$ cat config.mk
export PLATFORM = sky130hd
export DESIGN_NAME = task_delay_ready_scheduler_unit
export DESIGN_NICKNAME = d
export VERILOG_FILES = /design/src/design/tdrs_pkg.sv /design/src/design/tdrs_cell.sv /design/src/design/task_delay_ready_scheduler_unit.sv
export SDC_FILE = /design/constraint.sdc
export NUM_CORES = 1
export LEC_CHECK = 0
export BUFFER_PORTS_ARGS = -buffer_cell sky130_fd_sc_hd__clkbuf_2
export CAP_MARGIN = 20
export CELL_PAD_IN_SITES_DETAIL_PLACEMENT = 0
export CELL_PAD_IN_SITES_GLOBAL_PLACEMENT = 2
export CORE_UTILIZATION = 40
export CTS_CLUSTER_SIZE = 28
export DETAILED_ROUTE_END_ITERATION = 10
export PLACE_DENSITY = 0.79
export SLEW_MARGIN = 20
export SYNTH_ARGS = -nofsm -noshare
export SYNTH_HDL_FRONTEND = slang
export SYNTH_SLANG_ARGS = --single-unit
$ cat constraint.sdc
create_clock -name clk -period 3.1 [get_ports clk]
set_input_delay 0.465 -clock clk [delete_from_list [all_inputs] [get_ports clk]]
set_output_delay 0.465 -clock clk [all_outputs]
set_load 0.005 [all_outputs]
$ cat src/design/tdrs_pkg.sv
`timescale 1ns / 1ps
// Shared types and constants for the task delay/ready scheduler.
// No dependencies; used by every module of the block.
package tdrs_pkg;

    localparam int TASK_COUNT = 8;
    localparam int CMD_W      = 3;
    localparam int REQ_W      = 3;
    localparam int DLY_W      = 16;
    localparam int SEL_OUT_W  = 4;
    // internal index wide enough to hold the idle index TASK_COUNT
    localparam int IDX_W      = $clog2(TASK_COUNT + 1);
    localparam logic [IDX_W-1:0] IDLE_IDX = IDX_W'(TASK_COUNT);

    typedef enum logic [CMD_W-1:0] {
        CMD_TICK   = 3'd0,
        CMD_DELAY  = 3'd1,
        CMD_READY  = 3'd2,
        CMD_CREATE = 3'd3,
        CMD_SCHED  = 3'd4
    } cmd_e;

    typedef enum logic [1:0] {
        ST_NONE   = 2'd0,
        ST_READY  = 2'd1,
        ST_ACTIVE = 2'd2,
        ST_WAIT   = 2'd3
    } status_e;

    // per-cell strobes, at most one set per cycle
    typedef struct packed {
        logic tick;
        logic load_delay;
        logic set_ready;
        logic create;
        logic sched;
    } cell_cmd_t;

endpackage

$ cat src/design/tdrs_cell.sv
`timescale 1ns / 1ps
// One task cell: status and delay counter plus one link of the priority chain.
// Depends on tdrs_pkg.
module tdrs_cell
(
    input  logic                          clk,
    input  logic                          rst_n,
    input  tdrs_pkg::cell_cmd_t           cmd,
    input  logic [tdrs_pkg::DLY_W-1:0]    delay_ms,
    input  logic [tdrs_pkg::IDX_W-1:0]    cell_idx,
    input  logic                          claim_in,
    input  logic [tdrs_pkg::IDX_W-1:0]    sel_in,
    output logic                          claim_out,
    output logic [tdrs_pkg::IDX_W-1:0]    sel_out
);

    tdrs_pkg::status_e              status_reg, status_next;
    logic [tdrs_pkg::DLY_W-1:0]     count_reg, count_next;
    logic                           is_ready;
    logic                           win;

    assign is_ready  = (status_reg == tdrs_pkg::ST_READY);
    assign win       = is_ready && !claim_in;
    assign claim_out = claim_in || is_ready;
    assign sel_out   = win ? cell_idx : sel_in;

    always_comb
    begin
        status_next = status_reg;
        count_next  = count_reg;
        if (cmd.tick && (count_reg != '0))
        begin
            count_next = count_reg - 1'b1;
            if (count_reg == tdrs_pkg::DLY_W'(1))
            begin
                status_next = tdrs_pkg::ST_READY;
            end
        end
        if (cmd.load_delay)
        begin
            count_next  = delay_ms;
            status_next = tdrs_pkg::ST_WAIT;
        end
        if (cmd.set_ready)
        begin
            status_next = tdrs_pkg::ST_READY;
        end
        if (cmd.create)
        begin
            count_next  = '0;
            status_next = tdrs_pkg::ST_READY;
        end
        if (cmd.sched && win)
        begin
            status_next = tdrs_pkg::ST_ACTIVE;
        end
    end

    always_ff @(posedge clk or negedge rst_n)
    begin
        if (!rst_n)
        begin
            status_reg <= tdrs_pkg::ST_NONE;
            count_reg  <= '0;
        end
        else
        begin
            status_reg <= status_next;
            count_reg  <= count_next;
        end
    end

endmodule

$ cat src/design/task_delay_ready_scheduler_unit.sv
`timescale 1ns / 1ps
// Top level of the task scheduler: command decode, row of task cells, result register.
// Depends on tdrs_pkg and tdrs_cell.
//
// Fixed-priority scheduler for TASK_COUNT tasks (8). Every accepted input
// word is one command: tick, delay, ready, create or schedule; each gives
// exactly one result word (selected_task, found). The task cells update at
// the accepting edge and the result is registered there, so out_valid rises
// on the next cycle and one command per cycle is sustained while out_stall
// is low. Throughput is set by the single result register: in_stall is
// high only while a result is held by out_stall. Schedule walks a ripple
// priority chain through the cells, lowest index first; the first ready task
// becomes active and its index is returned with found = 1. With no ready
// task, and for every other command, selected_task shows the idle index 8
// with found = 0. Delay/ready/create with a task index of TASK_COUNT or more
// are ignored, as are command codes 5 to 7. Reset clears cells and out_valid only.
module task_delay_ready_scheduler_unit
(
    input  logic                              clk,
    input  logic                              rst_n,
    input  logic                              in_valid,
    output logic                              in_stall,
    input  logic [tdrs_pkg::CMD_W-1:0]        command,
    input  logic [tdrs_pkg::REQ_W-1:0]        task_req,
    input  logic [tdrs_pkg::DLY_W-1:0]        delay_ms,
    output logic                              out_valid,
    input  logic                              out_stall,
    output logic [tdrs_pkg::SEL_OUT_W-1:0]    selected_task,
    output logic                              found
);

    localparam int N = tdrs_pkg::TASK_COUNT;

    logic                           accept;
    logic                           req_ok;
    logic                           do_tick, do_delay, do_ready, do_create, do_sched;
    tdrs_pkg::cell_cmd_t            cell_cmd [N];
    logic [N:0]                     claim;
    logic [tdrs_pkg::IDX_W-1:0]     sel [N+1];

    logic                           out_valid_reg, out_valid_next;
    logic [tdrs_pkg::IDX_W-1:0]     sel_reg, sel_next;
    logic                           found_reg, found_next;

    // single output register: stall input only while its word is held
    assign in_stall = out_valid_reg && out_stall;
    assign accept   = in_valid && !in_stall;
    assign req_ok   = (32'(task_req) < N);

    // command decode
    always_comb
    begin
        do_tick   = 1'b0;
        do_delay  = 1'b0;
        do_ready  = 1'b0;
        do_create = 1'b0;
        do_sched  = 1'b0;
        unique case (tdrs_pkg::cmd_e'(command))
            tdrs_pkg::CMD_TICK:   do_tick   = accept;
            tdrs_pkg::CMD_DELAY:  do_delay  = accept && req_ok;
            tdrs_pkg::CMD_READY:  do_ready  = accept && req_ok;
            tdrs_pkg::CMD_CREATE: do_create = accept && req_ok;
            tdrs_pkg::CMD_SCHED:  do_sched  = accept;
            default: ;
        endcase
    end

    // chain head: nothing claimed yet, idle index
    assign claim[0] = 1'b0;
    assign sel[0]   = tdrs_pkg::IDLE_IDX;

    for (genvar i = 0; i < N; i++)
    begin : g_cell
        logic hit;
        assign hit = (32'(task_req) == i);

        always_comb
        begin
            cell_cmd[i].tick       = do_tick;
            cell_cmd[i].load_delay = do_delay  && hit;
            cell_cmd[i].set_ready  = do_ready  && hit;
            cell_cmd[i].create     = do_create && hit;
            cell_cmd[i].sched      = do_sched;
        end

        tdrs_cell u_cell
        (
            .clk       (clk),
            .rst_n     (rst_n),
            .cmd       (cell_cmd[i]),
            .delay_ms  (delay_ms),
            .cell_idx  (tdrs_pkg::IDX_W'(i)),
            .claim_in  (claim[i]),
            .sel_in    (sel[i]),
            .claim_out (claim[i+1]),
            .sel_out   (sel[i+1])
        );
    end

    // result register
    always_comb
    begin
        out_valid_next = out_valid_reg && out_stall;
        sel_next       = sel_reg;
        found_next     = found_reg;
        if (accept)
        begin
            out_valid_next = 1'b1;
            found_next     = do_sched && claim[N];
            sel_next       = do_sched ? sel[N] : tdrs_pkg::IDLE_IDX;
        end
    end

    always_ff @(posedge clk or negedge rst_n)
    begin
        if (!rst_n)
        begin
            out_valid_reg <= 1'b0;
        end
        else
        begin
            out_valid_reg <= out_valid_next;
        end
    end

    always_ff @(posedge clk)
    begin
        sel_reg   <= sel_next;
        found_reg <= found_next;
    end

    assign out_valid     = out_valid_reg;
    assign selected_task = tdrs_pkg::SEL_OUT_W'(sel_reg);
    assign found         = found_reg;

endmodule

==> flow_summary.yaml <==
grt:
  first_global_vias: 8476
  antenna_found_initial: 0
  overflow: 0
  grt_usage: 0.265
  grt_first_pass_wirelength_um: 48500
  grt_max_degree: 63
sta:
  fin_crit_sh: 0.826
  finalSetupTns_ns: 0
  rsz0062_at_grt: "false"
  setup_slack_ns: 0.540
  max_slew_margin: 0.426
  fin_skew_ns: 0.0145
  timing.fmax_ghz: 0.391
  setup_violations: 0
  worstMarginPinSlew_ns: 0.859
  min_period_ns: 2.56
  hold_viol_final: 0
  final_max_slew_viol_count: 0
clock_network:
  ctsHoldBuffers: 0
  clock_latency_ns: 0.43
  h-tree-depth: 4
  post_cts_buffers: 0
  path_clk_slew_ns: 0.07
  cts_made_buffers: 17
  ctsLongestPathBuffers: 2
  cts_tree: "yes"
  cts_resized: 0
  cts-root-buf: "clkbuf_16"
  cts.sinks: 150
routing:
  viasPerCell: 6.07
  drtIter0Drc: 601
  ant_nets: 0
  drtPass1Iterations: 5
  wire_per_inst_um: 21.4
  routed_wl_um: 30500
  vias: 8670
  route.detailed.drc: 0
synth:
  avgSynthCellArea_um2: 8.86
  yosys.area_share.simple: 0.263
  synth_nets: 1114
  ys.flop_type: "dfrtp_1"
  synth_common_cells: "dfrtp_1 (145), nand2_1 (117), nor2_1 (78)"
  synth_cells: 1064
  ys_seq_area_frac: 0.401
  synth_area_um2: 9430
  muxShareOfSynthArea: 0.0153
  synth-xor-area-share: 0.0241
  ys_ff_latch: 150
  async_flop_share: 0.967
  ys.warnings.count: 0
  synthAdderAreaFrac: 0.0318
  synth.area.top_cells: "dfrtp_1 (38%), nand2_1 (4.7%), o211ai_1 (3.7%), nand3_1 (3.4%), ha_1 (3.2%)"
  synth-edff-count: 5
  synth_compound_gate_area_share: 0.224
  yosys.area.top_type: "dfrtp_1"
  synth_top_area_frac: 0.385
  synth_most_common_cell: "dfrtp_1"
  synth_cell_types: 86
  synth_top_family_by_area: "simple AND/OR/NAND/NOR gates"
floorplanning:
  dieWidth_um: 156
  core_um2: 22800
  num_rows: 55
  die_y_um: 156
  die_area_um2: 24200
  ios: 33
  start_util: 0.413
worst_setup_path:
  worstPathRequired_ns: 3.39
  worstSetupEndpointType: "flip-flop"
  cp-start-kind: "flip-flop"
  crit_type: "flip-flop to flip-flop"
  critPathMaxFanout: 7
  r2r_start: "g_cell[3].u_cell.count_reg[1]"
  r2r_slack_ns: 0.54
  worst_ep_arrival_time_ns: 2.85
  worstReg2RegEnd: "g_cell[3].u_cell.count_reg[14]"
  reg2reg_depth: 7
place:
  dp_cells: 1397
  hpwlAfterDp_um: 21000
  place_ws_ns: 0.520
  place_congestion: 0.868
  portBuffers: 32
layout:
  fill_cells: 2287
  diodes: 0
  drive_gt1_frac: 0.123
  fin_nets: 1153
  areaGrowthSynthToFinish_pct: 12.9
  layoutNonFillerInstCount: 1429
  final-seq-area_um2: 3780
  largest_register_ffs: 128
  multi_input_comb_area_um2: 5280
status:
  outcome: "complete, no violations"
power_and_ir_drop:
  ir_drop_v: 0.000335
  power.total_w: 0.00891
  power_switching_w: 0.00365
  power_frac_seq: 0.396
  power_leakage_nw: 4.36
  power_density_nw_per_um2: 837
  p_comb_frac: 0.375
  power_frac_clock: 0.229
  p_int_w: 0.00526
  sw_frac_of_total: 0.410
job:
  maxCapViolations: 0
min_path:
  min_path_type: "primary input to asynchronous set/reset pin"
## final cells by class
type | count | area share
multi-input cells | 824 | 0.496
inverters | 35 | 0.0123
well taps | 313 | 0.0368
clock buffers | 20 | 0.0419
repair buffers | 75 | 0.0471
clock inverters | 12 | 0.0112
flip-flops and latches | 150 | 0.355
## stage by stage
step | hold WS [ns] | cell area, um2 | utilization
finish | 0.0292 | 10700 | 0.466
global route | 0.0631 | 10700 | 0.466
CTS | 0.0491 | 10700 | 0.466
detailed placement | 0.475 | 10100 | 0.441
global placement | 0.471 | 10100 | 0.441
floorplan | 0.169 | 9430 | -
## worst max path at each step
stage / end / startpoint / slack (ns)
4_1_cts: g_cell[3].u_cell.count_reg[14] / g_cell[3].u_cell.count_reg[0] / 0.54
6_report: g_cell[3].u_cell.count_reg[14] / g_cell[3].u_cell.count_reg[1] / 0.54
5_1_grt: g_cell[3].u_cell.count_reg[14] / g_cell[3].u_cell.count_reg[0] / 0.28
3_3_place_gp: g_cell[2].u_cell.count_reg[2] / command[1] / 0.57
2_1_floorplan: g_cell[3].u_cell.count_reg[14] / command[2] / 0.85
3_5_place_dp: g_cell[7].u_cell.status_reg[1] / in_valid / 0.52
## critical path: stages, from the launching register on
cell and delay (ns):
dfrtp_1 0.39, inv_1 0.13, ha_1 0.19, or3b_2 0.50
nor4_1 0.38, o211ai_1 0.33, o311ai_0 0.36, o211ai_1 0.14
## power by group through the flow
stage,Combinational (W),Clock (W),Sequential [W]
final,0.00334,0.00204,0.00353
after global routing,0.00378,0.00218,0.00365
after CTS,0.00334,0.00209,0.00351
after detailed placement,0.00332,0,0.00353
after global placement,0.00330,0,0.00354
after floorplan,0.00254,0,0.00332
## per-layer routing
metal,vias to the layer above,track usage,share of wire
li1,4158,-,-
met1,4286,0.373,0.48
met2,203,0.428,0.46
met3,23,0.0361,0.040
met4,0,0.0668,0.014
met5,-,0,0
## cell usage in the layout, fill, tap and decap left out, types with 6 or more instances in the layout
cell	count
a21o_1	7
a21oi_1	45
a221o_1	20
a31oi_1	9
a32oi_1	9
and2_1	6
and3_1	12
buf_4	42
clkbuf_16	17
clkbuf_2	31
dfrtp_1	145
ha_1	24
inv_1	35
mux2i_1	11
nand2_1	117
nand2b_1	15
nand3_1	65
nand4_1	18
nor2_1	78
nor2b_1	10
nor3_1	46
nor4_1	24
o211ai_1	46
o21a_1	8
o21ai_0	40
o311ai_0	27
or3_1	20
or4_1	22
xnor2_1	13
xor2_1	13
## cell families (layout without fill, tap and decap cells)
group / after synthesis / after routing
flip-flops: 150 / 150
AO/OA/AOI/OAI: 284 / 284
adder cells (fa/ha/maj): 24 / 24
XOR/XNOR: 26 / 26
buffers and inverters: 90 / 142
multiplexers: 14 / 14
AND/OR/NAND/NOR: 476 / 476
Power figures use the tool's default switching activity.
